## src/hdl/fspa_pkg.sv

```systemverilog
// Shared types and codes of the fixed-slot pool allocator.
// Holds the item structs, command and status codes, and the controller bundle.
// No dependencies.
`timescale 1ns / 1ps

package fspa_pkg;

  localparam int CmdW   = 3;
  localparam int IdxW   = 8;
  localparam int StatW  = 3;
  localparam int CountW = 9;

  typedef enum logic [CmdW-1:0] {
    CMD_ACQUIRE  = 3'd0,
    CMD_RELEASE  = 3'd1,
    CMD_CONTAINS = 3'd2,
    CMD_FIRST    = 3'd3,
    CMD_NEXT     = 3'd4
  } cmd_e;

  typedef enum logic [StatW-1:0] {
    ST_OK        = 3'd0,
    ST_EMPTY     = 3'd1,
    ST_NOT_USED  = 3'd2,
    ST_RANGE     = 3'd3,
    ST_NONE      = 3'd4
  } status_e;

  typedef struct packed {
    logic [CmdW-1:0] command;
    logic [IdxW-1:0] slot_index;
  } in_item_t;

  typedef struct packed {
    logic [StatW-1:0]  status;
    logic              answer;
    logic [IdxW-1:0]   result_slot;
    logic [CountW-1:0] used_count;
  } out_item_t;

  // Controller to datapath commands
  typedef struct packed {
    logic capture;
    logic execute;
  } ctrl_cmd_t;

endpackage

```

## src/hdl/fspa_ctrl.sv

```systemverilog
// Controller of the pool allocator: accepts an item, runs the execute state,
// then strobes the result. Depends on fspa_pkg.
`timescale 1ns / 1ps

module fspa_ctrl (
  input  logic              clk_i,
  input  logic              rst_ni,
  input  logic              start,
  output logic              busy,
  output logic              done_o,
  output fspa_pkg::ctrl_cmd_t cmd_o
);

  typedef enum logic {
    S_IDLE,
    S_EXEC
  } state_e;

  state_e state_q;
  logic   done_q;

  always_ff @(posedge clk_i or negedge rst_ni) begin
    if (!rst_ni) begin
      state_q <= S_IDLE;
      done_q  <= 1'b0;
    end else begin
      done_q <= 1'b0;
      case (state_q)
        S_IDLE: begin
          if (start) begin
            state_q <= S_EXEC;
          end
        end
        S_EXEC: begin
          state_q <= S_IDLE;
          done_q  <= 1'b1;
        end
        default: begin
          state_q <= S_IDLE;
        end
      endcase
    end
  end

  assign busy          = (state_q == S_EXEC);
  assign done_o        = done_q;
  assign cmd_o.capture = start && (state_q == S_IDLE);
  assign cmd_o.execute = (state_q == S_EXEC);

endmodule

```

## src/hdl/fspa_dp.sv

```systemverilog
// Datapath of the pool allocator: free-list link memory, in-use bitmap,
// head, fill mark, used count and the result register. Depends on fspa_pkg.
`timescale 1ns / 1ps

module fspa_dp #(
  parameter int SLOTS = 256
) (
  input  logic                              clk_i,
  input  logic                              rst_ni,
  input  fspa_pkg::ctrl_cmd_t               cmd_i,
  input  fspa_pkg::in_item_t                item_i,
  input  logic                              cfg_we_i,
  input  logic [fspa_pkg::CountW-1:0]       cfg_wdata_i,
  output fspa_pkg::out_item_t               res_o
);

  localparam int AW = (SLOTS > 1) ? $clog2(SLOTS) : 1;
  localparam int HW = $clog2(SLOTS + 1);
  localparam int XW = (HW > fspa_pkg::CountW) ? HW + 1 : fspa_pkg::CountW + 1;
  localparam int CountRst = (SLOTS < 256) ? SLOTS : 256;

  logic [HW-1:0] link_mem [SLOTS];
  logic [HW-1:0] link_rd_q;

  logic [fspa_pkg::CountW-1:0] count_q, count_d;
  logic [HW-1:0]               head_q, head_d;
  logic [HW-1:0]               hwm_q, hwm_d;
  logic [fspa_pkg::CountW-1:0] used_q, used_d;
  logic [SLOTS-1:0]            map_q, map_d;
  logic [fspa_pkg::CmdW-1:0]   cmd_q;
  logic [fspa_pkg::IdxW-1:0]   idx_q;
  fspa_pkg::out_item_t         res_q, res_d;

  logic          mem_we;
  logic [XW-1:0] count_x, idx_x, head_x, cfg_x, from_x, pos_x;
  logic [AW-1:0] idx_a;
  logic          in_range, found;

  assign count_x = XW'(count_q);
  assign idx_x   = XW'(idx_q);
  assign head_x  = XW'(head_q);
  assign cfg_x   = XW'(cfg_wdata_i);
  assign idx_a   = idx_x[AW-1:0];
  assign in_range = (idx_x < count_x);

  // Lowest used slot at or above from_x inside the pool
  assign from_x = (cmd_q == fspa_pkg::CMD_FIRST) ? '0 : idx_x + XW'(1);
  always_comb begin
    found = 1'b0;
    pos_x = '0;
    for (int i = SLOTS - 1; i >= 0; i--) begin
      if (map_q[i] && (XW'(i) >= from_x) && (XW'(i) < count_x)) begin
        found = 1'b1;
        pos_x = XW'(i);
      end
    end
  end

  always_comb begin
    count_d = count_q;
    head_d  = head_q;
    hwm_d   = hwm_q;
    used_d  = used_q;
    map_d   = map_q;
    mem_we  = 1'b0;
    res_d   = res_q;
    if (cfg_we_i) begin
      if (cfg_x == '0) begin
        count_d = fspa_pkg::CountW'(1);
      end else if (cfg_x > XW'(SLOTS)) begin
        count_d = fspa_pkg::CountW'(SLOTS);
      end else begin
        count_d = cfg_wdata_i;
      end
      head_d = '0;
      hwm_d  = '0;
      used_d = '0;
      map_d  = '0;
    end else if (cmd_i.execute) begin
      res_d = '0;
      case (cmd_q)
        fspa_pkg::CMD_ACQUIRE: begin
          if (head_x < count_x) begin
            map_d[head_q[AW-1:0]] = 1'b1;
            used_d = used_q + fspa_pkg::CountW'(1);
            res_d.answer      = 1'b1;
            res_d.result_slot = head_x[fspa_pkg::IdxW-1:0];
            // Slots at or above the fill mark still hold the initial chain
            if (head_q >= hwm_q) begin
              hwm_d  = hwm_q + HW'(1);
              head_d = (head_x + XW'(1) < count_x) ? head_q + HW'(1) : HW'(SLOTS);
            end else begin
              head_d = link_rd_q;
            end
          end else begin
            res_d.status = fspa_pkg::ST_EMPTY;
          end
        end
        fspa_pkg::CMD_RELEASE: begin
          if (!in_range) begin
            res_d.status = fspa_pkg::ST_RANGE;
          end else if (!map_q[idx_a]) begin
            res_d.status = fspa_pkg::ST_NOT_USED;
          end else begin
            map_d[idx_a] = 1'b0;
            mem_we = 1'b1;
            head_d = HW'(idx_x);
            used_d = used_q - fspa_pkg::CountW'(1);
          end
        end
        fspa_pkg::CMD_CONTAINS: begin
          if (!in_range) begin
            res_d.status = fspa_pkg::ST_RANGE;
          end else begin
            res_d.answer = map_q[idx_a];
          end
        end
        fspa_pkg::CMD_FIRST, fspa_pkg::CMD_NEXT: begin
          if ((cmd_q == fspa_pkg::CMD_NEXT) && !in_range) begin
            res_d.status = fspa_pkg::ST_RANGE;
          end else if (found) begin
            res_d.answer      = 1'b1;
            res_d.result_slot = pos_x[fspa_pkg::IdxW-1:0];
          end else begin
            res_d.status = fspa_pkg::ST_NONE;
          end
        end
        default: begin
        end
      endcase
      res_d.used_count = used_d;
    end
  end

  always_ff @(posedge clk_i or negedge rst_ni) begin
    if (!rst_ni) begin
      count_q <= fspa_pkg::CountW'(CountRst);
      head_q  <= '0;
      hwm_q   <= '0;
      used_q  <= '0;
      map_q   <= '0;
    end else begin
      count_q <= count_d;
      head_q  <= head_d;
      hwm_q   <= hwm_d;
      used_q  <= used_d;
      map_q   <= map_d;
    end
  end

  // Payload registers
  always_ff @(posedge clk_i) begin
    res_q <= res_d;
    if (cmd_i.capture) begin
      cmd_q <= item_i.command;
      idx_q <= item_i.slot_index;
    end
  end

  // Link memory: write on release, read the head's link when an item enters
  always_ff @(posedge clk_i) begin
    if (mem_we) begin
      link_mem[idx_a] <= head_q;
    end
    if (cmd_i.capture) begin
      link_rd_q <= link_mem[head_q[AW-1:0]];
    end
  end

  assign res_o = res_q;

endmodule

```

## src/hdl/fixed_slot_pool_allocator_core.sv

```systemverilog
// Top level of the fixed-slot pool allocator: controller plus datapath.
// Depends on fspa_pkg, fspa_ctrl and fspa_dp.
`timescale 1ns / 1ps

// Usage:
// Drive in_i with a command and slot index and raise start. The item is taken
// at a clock edge where start is high and busy is low. busy is high for the
// one execute cycle that follows, and no new item is taken while busy is high.
// The result appears on res_o with done_o high for exactly one cycle, in the
// cycle after the execute cycle; res_o then holds it until the next item
// executes. The receiver cannot stall it.
// The cost of an item is set by the registered read of the free-list link
// memory at the accepting edge, used in the execute cycle; the bitmap search
// for first and next is a priority encoder in that cycle.
// Reset clears the bitmap, head, used count and fill mark and sets the slot
// count to 256 (or SLOTS if smaller); no clearing pass is needed, since
// links at or above the fill mark are taken from the initial in-order chain.
// A write on cfg_we_i sets slot_count (0 reads as 1, values above SLOTS as
// SLOTS) and rebuilds the pool in the same cycle; write only while idle.
module fixed_slot_pool_allocator_core #(
  parameter int SLOTS = 256
) (
  input  logic                        clk_i,
  input  logic                        rst_ni,
  input  logic                        start,
  output logic                        busy,
  input  fspa_pkg::in_item_t          in_i,
  output logic                        done_o,
  output fspa_pkg::out_item_t         res_o,
  input  logic                        cfg_we_i,
  input  logic [fspa_pkg::CountW-1:0] cfg_wdata_i
);

  fspa_pkg::ctrl_cmd_t cmd;

  fspa_ctrl u_ctrl (
    .clk_i  (clk_i),
    .rst_ni (rst_ni),
    .start  (start),
    .busy   (busy),
    .done_o (done_o),
    .cmd_o  (cmd)
  );

  fspa_dp #(
    .SLOTS(SLOTS)
  ) u_dp (
    .clk_i       (clk_i),
    .rst_ni      (rst_ni),
    .cmd_i       (cmd),
    .item_i      (in_i),
    .cfg_we_i    (cfg_we_i),
    .cfg_wdata_i (cfg_wdata_i),
    .res_o       (res_o)
  );

endmodule

```

## config.mk

```make
export PLATFORM = sky130hd
export DESIGN_NAME = fixed_slot_pool_allocator_core
export DESIGN_NICKNAME = d
export VERILOG_FILES = /design/src/hdl/fspa_pkg.sv /design/src/hdl/fspa_ctrl.sv /design/src/hdl/fspa_dp.sv /design/src/hdl/fixed_slot_pool_allocator_core.sv
export SDC_FILE = /design/constraint.sdc
export NUM_CORES = 2
export LEC_CHECK = 0
export CAP_MARGIN = 40
export CORE_MARGIN = 3
export CORE_UTILIZATION = 55
export DETAILED_ROUTE_END_ITERATION = 10
export DONT_BUFFER_PORTS = 1
export GPL_TIMING_DRIVEN = 0
export PLACE_DENSITY = 0.68
export SYNTH_ARGS = -nofsm -noshare
export SYNTH_HDL_FRONTEND = slang
export SYNTH_HIERARCHICAL = 1
export SYNTH_SLANG_ARGS = --single-unit
```

## constraint.sdc

```tcl
create_clock -name clk_i -period 14.9 [get_ports clk_i]
set_input_delay 0.745 -clock clk_i [delete_from_list [all_inputs] [get_ports clk_i]]
set_output_delay 0.745 -clock clk_i [all_outputs]
set_load 0.05 [all_outputs]
```

==> summary.txt, run 1 <==
Yosys
  • Synth Net Count: 7825
  • Synth cell types: 110
  • Syn Area/Cell: roughly 16 sq um
  • Synthesis-stage register bit count: between 2000 and 3000
  • Yosys warning count: 6
  • Post-Synthesis Cells: 7758
  • Main synth FF type: edfxtp_1
  • Sequential area share after synthesis: 0.6412
  • Post-synth EDFFs: 2345
  • Netlist Area Pre-Place: ~120000 sq um
  • Asr flop ratio synth: 0.1114

Global route
  • Grt total ovfl: ~3700
  • First-pass GRT wire length: 1328 mm
  • Largest net degree at the start of global routing: roughly 300
  • Number of global-route vias before repair: around 130k
  • Total track usage: 0.8631

Floorplan
  • Core Rows: 171
  • Io pins: 47
  • Starting density of the core: 0.5558
  • Die height: roughly 480 um
  • Die width: 475.6 um

Clocking
  • PostCTS Resize Cnt: 0
  • Max clock buf depth: 4
  • CTS H-tree lvls: 5
  • Num CTS Buffers: 278
  • Clk sinks: approximately 2600
  • Root Driver: clkbuf_16

Outcome
  • Last stage: global routing (5_1_grt)
  • Err: [ERROR GRT-0116] Global routing finished with congestion. Check the congestion regions in the DRC Viewer.
  • Status: aborted with a tool error

Placed design
  • Port Buffer Count: 0
  • Post-DP HPWL: between 500 and 600 mm
  • GPL Wtd Cong: between 1 and 1.5
-- routing by layer --
metal	GRT usage	GRT overflow
met4	0.8451	951
met5	0.5870	67
met1	0.8670	404
met2	0.9619	1795
met3	0.7755	458
-- cell families after synthesis --
family          count (synthesis)  share of synthesized area
simple gates                 1623                    0.06447
fa+ha+maj                      43                   0.004436
flops                        2639                     0.6412
buf+inv                       714                    0.02459
mux                           850                     0.1546
compound gates               1860                     0.1082
xor+xnor                       29                   0.002466
-- repair_timing --
item                                   CTS
buffers inserted                         0
hold buffers                            22
endpoints found under the hold margin  316
-- synth_stat cells, types with 84 or more instances --
cell       count  area share
edfxtp_1    2345        0.58
mux4_2       818        0.15
nor2_1       609       0.019
a21oi_1      414       0.017
clkbuf_1     387       0.012
nand2_1      324       0.010
dfrtp_1      293       0.060
o21ai_0      293       0.012
nand3_1      139      0.0057
o22a_1       136      0.0098
buf_2        130      0.0054
a2111oi_0    119      0.0086
o211ai_1     106      0.0066
buf_1         93      0.0029
nor3_1        91      0.0038
a32o_1        84      0.0069
-- per-stage QoR --
step           hold WS (ps)  cells  setup slack (ps)  area (sq um)  utilization
2_1_floorplan         449.4   7758              7009        121300            -
3_3_place_gp          503.7  10610             284.7        124900       0.5721
3_5_place_dp          527.8  11130              6161        131300       0.6015
4_1_cts               8.400  11630              5390        140300       0.6427
==> run 2: changes to the inputs <==
--- a/config.mk
+++ b/config.mk
@@ -7,11 +7,11 @@
 export LEC_CHECK = 0
 export CAP_MARGIN = 40
 export CORE_MARGIN = 3
-export CORE_UTILIZATION = 55
+export CORE_UTILIZATION = 40
 export DETAILED_ROUTE_END_ITERATION = 10
 export DONT_BUFFER_PORTS = 1
 export GPL_TIMING_DRIVEN = 0
-export PLACE_DENSITY = 0.68
+export PLACE_DENSITY_LB_ADDON = 0.15
 export SYNTH_ARGS = -nofsm -noshare
 export SYNTH_HDL_FRONTEND = slang
 export SYNTH_HIERARCHICAL = 1
==> run 2 against run 1 <==
Against the previous run:
- the flow now finishes without violations
- synthesized area did not move
- synthesized cell count unchanged
==> summary.txt, run 2 <==
Yosys
  • Synthesis-stage register bit count: 2639 (unchanged)
  • Yosys warning count: 6 (unchanged)
  • Top cell type's share of synthesized area: 0.5806 (unchanged)
  • Synth cell types: 110 (unchanged)
  • Synth top area cells: edfxtp_1 58%, mux4_2 15%, dfrtp_1 6.0%, nor2_1 1.9%, a21oi_1 1.7%
  • Netlist Area Pre-Place: 121300 sq um (unchanged)
  • Sequential area share after synthesis: 0.6412 (unchanged)
  • Commonest cells in the netlist: 2345 x edfxtp_1, 818 x mux4_2, 609 x nor2_1
  • Main synth FF type: edfxtp_1
  • Post-synth EDFFs: 2345 (unchanged)
  • Post-synth top area cell: edfxtp_1
  • Asr flop ratio synth: 0.1114 (unchanged)
  • Most frequent cell after synthesis: edfxtp_1
  • Synth Net Count: 7825 (unchanged)
  • Syn Area/Cell: 15.63 sq um (unchanged)
  • Post-Synthesis Cells: 7758 (unchanged)

Cells and area
  • Most common cell after layout, fill and taps aside: edfxtp_1
  • Fillers: ~26000
  • Share of cells above drive strength 1: 0.2676
  • Nets: 8797
  • Area grow syn2layout: 19.69%
  • Max reg flops: 2304
  • Most frequent cells in the layout: 2345 x edfxtp_1, 818 x mux4_2, 593 x nor2_1, 404 x a21oi_1, 331 x clkbuf_1
  • Biggest register: u_dp/link_mem

Clocking
  • Post-CTS Hold Buffers: 18 (-18%)
  • Post-CTS Repair Setup Buffers: 0 (unchanged)
  • Clk pin slew, worst setup/hold paths: 60 ps
  • CTS H-tree lvls: 5 (unchanged)
  • PostCTS Resize Cnt: 0 (unchanged)
  • Num CTS Buffers: 290 (+4.3%)
  • Worst skew pair latency: 980 ps
  • Clk sinks: 2639 (unchanged)
  • Root Driver: clkbuf_16
  • CTS tree: built
  • Max clock buf depth: 4 (unchanged)

Placed design
  • Port Buffer Count: 0 (unchanged)
  • Post-DP HPWL: 529.6 mm (-5.2%)
  • GPL Wtd Cong: 1.139 (+0.59%)
  • Pre-CTS setup slack: 5749 ps (-411.7 ps)

Critical path
  • Critical path required time: ~16000 ps
  • Critical Path End Type: flop
  • Critical path class: flop to flop
  • Crit start category: flop
  • Crit-path max FO: 10
  • Data arrival time of the worst path: between 10000 and 15000 ps

Global route
  • Total track usage: 0.4406
  • First-pass GRT wire length: ~890 mm
  • Largest net degree at the start of global routing: about 300
  • Antenna violations before repair: 70
  • Grt total ovfl: 0
  • Number of global-route vias before repair: slightly below 90000

Drt
  • Routed WL: between 600 and 700 mm
  • DR vias/cell: 7.100
  • Total number of vias: 92170
  • DRC viols: 0
  • DRT iter0 DRCs: between 15000 and 20000
  • Antenna-violating nets left: 0
  • Drt wl/cell: roughly 53 um
  • Drt pass-1 iters: 9

STA
  • Final setup TNS: 0 ps
  • Relative slew margins: 0.2813
  • Clk_skew: 113.5 ps
  • Setup Viol. Count Final: 0
  • Post-route worst setup slack: about 5300 ps
  • Final Critical Period: around 9600 ps
  • Max Fclk: about 100 MHz
  • RSZ-0062 raised after global routing: false
  • Final hold violation count: 0
  • Final period util: 0.6457
  • Worst Tran Pin Value: 1078 ps
  • Pins over their slew limit: 0

Floorplan
  • Die width: 556.7 um (+17%)
  • Core Rows: 201 (+18%)
  • Die Footprint: 309900 sq um
  • Io pins: 47 (unchanged)
  • Die height: 556.7 um (+17%)
  • Starting density of the core: 0.4033 (-0.1525)
  • Core area: 300800 sq um

Outcome
  • Status: completed

Pwr
  • Power per cell area: between 100 and 150 nW/um^2
  • Leakage power: 51.40 nW
  • Maximum VDD drop: between 0.1 and 0.15 mV

Job
  • Max_cap viols: 0

Min path
  • Worst min-delay path class: input port to flop
run 2: worst paths after layout:
| path | slack [ps] | startpoint | endpoint | cells after the start |
|---|---|---|---|---|
| worst min-delay path | 90 | cfg_we_i | u_dp/used_q[8]$_DFFE_PN0N_ | 2 |
| max in group asynchronous | 12710 | rst_ni | u_dp/used_q[2]$_DFFE_PN0N_ | 3 |
| min in group asynchronous | 580 | rst_ni | u_dp/map_q[121]$_DFFE_PN0P_ | 2 |
| worst max register to register | 5280 | u_dp/idx_a[0]$_DFFE_PP_ | u_dp/res_o[10]$_DFFE_PP_ | 22 |
| worst min register to register | 540 | u_dp/map_q[122]$_DFFE_PN0P_ | u_dp/map_q[122]$_DFFE_PN0P_ | 1 |
| worst max-delay path | 5280 | u_dp/idx_a[0]$_DFFE_PP_ | u_dp/res_o[10]$_DFFE_PP_ | 22 |
run 2: layout make-up:
| class | instances | area [sq um] | share of cell area |
|---|---|---|---|
| inverters | 72 | 270.3 | 0.001862 |
| clock inverters | 169 | 1997 | 0.01376 |
| well taps | 3958 | 4952 | 0.03411 |
| multi-input cells | 4405 | 40990 | 0.2824 |
| repair buffers | 680 | 8439 | 0.05813 |
| flip-flops and latches | 2639 | 77810 | 0.5360 |
| clock buffers | 351 | 7621 | 0.05250 |
| plain buffers | 642 | 2924 | 0.02014 |
| diodes | 66 | 165.2 | 0.001138 |
run 2: kinds of logic (layout without fill, tap and decap cells):
| kind of cell | Yosys count | in the layout | share of synthesized area |
|---|---|---|---|
| DFF | 2639 | 2639 | 0.6412 |
| AOI/OAI and AO/OA | 1860 | 1860 | 0.1082 |
| and+or+nand+nor | 1623 | 1623 | 0.06447 |
| muxes | 850 | 850 | 0.1546 |
| buffers and inverters | 714 | 1914 | 0.02459 |
| adders and majority gates | 43 | 43 | 0.004436 |
| xor gates and xnor gates | 29 | 29 | 0.002466 |
| other | 0 | 66 | 0 |
run 2: per-stage QoR:
stage / power [mW] / std cells / util / instance area, sq um / hold slack, ps
final: 17.08 / 12980 / 0.4826 / 145200 / 90.44
after global routing: 17.41 / 12920 / 0.4821 / 145000 / 66.39
after CTS: 17.03 / 12890 / 0.4805 / 144500 / 24.30
after detailed placement: 9.750 / 12350 / 0.4479 / 134700 / 515.0
after global placement: 9.654 / 11720 / 0.4197 / 126200 / 512.4
after floorplan: 8.862 / 7758 / - / 121300 / 449.4
run 2: metal layers:
layer / up-vias / GRT usage / wire (um)
met1: 48110 / 0.5088 / 229900
met5: - / 0.0009376 / 200
met3: 2341 / 0.1260 / 71720
met4: 24 / 0.4216 / 82510
li1: 34030 / - / -
met2: 7671 / 0.6562 / 302000
run 2: power breakdown:
group / internal, mW / total, mW / switching (mW)
clock network: 4.23 / 7.36 / 3.14
registers: 8.10 / 8.16 / 0.0587
logic: 0.396 / 1.56 / 1.17
run 2: critical path, cell delays in order (launching register included):
cell	delay, ps
edfxtp_1	640
buf_4	360
buf_6	260
buf_4	220
inv_1	400
ha_1	580
clkbuf_1	480
inv_1	260
a21oi_1	780
buf_2	520
o2111ai_1	460
buf_4	340
o2111ai_1	330
o311ai_0	370
nor4_1	660
nand3_1	370
nor4_1	530
buf_2	280
nand4_1	490
nand2_2	490
nor3_1	130
buf_2	240
a31o_1	190
(Power assumes the default switching activity.)
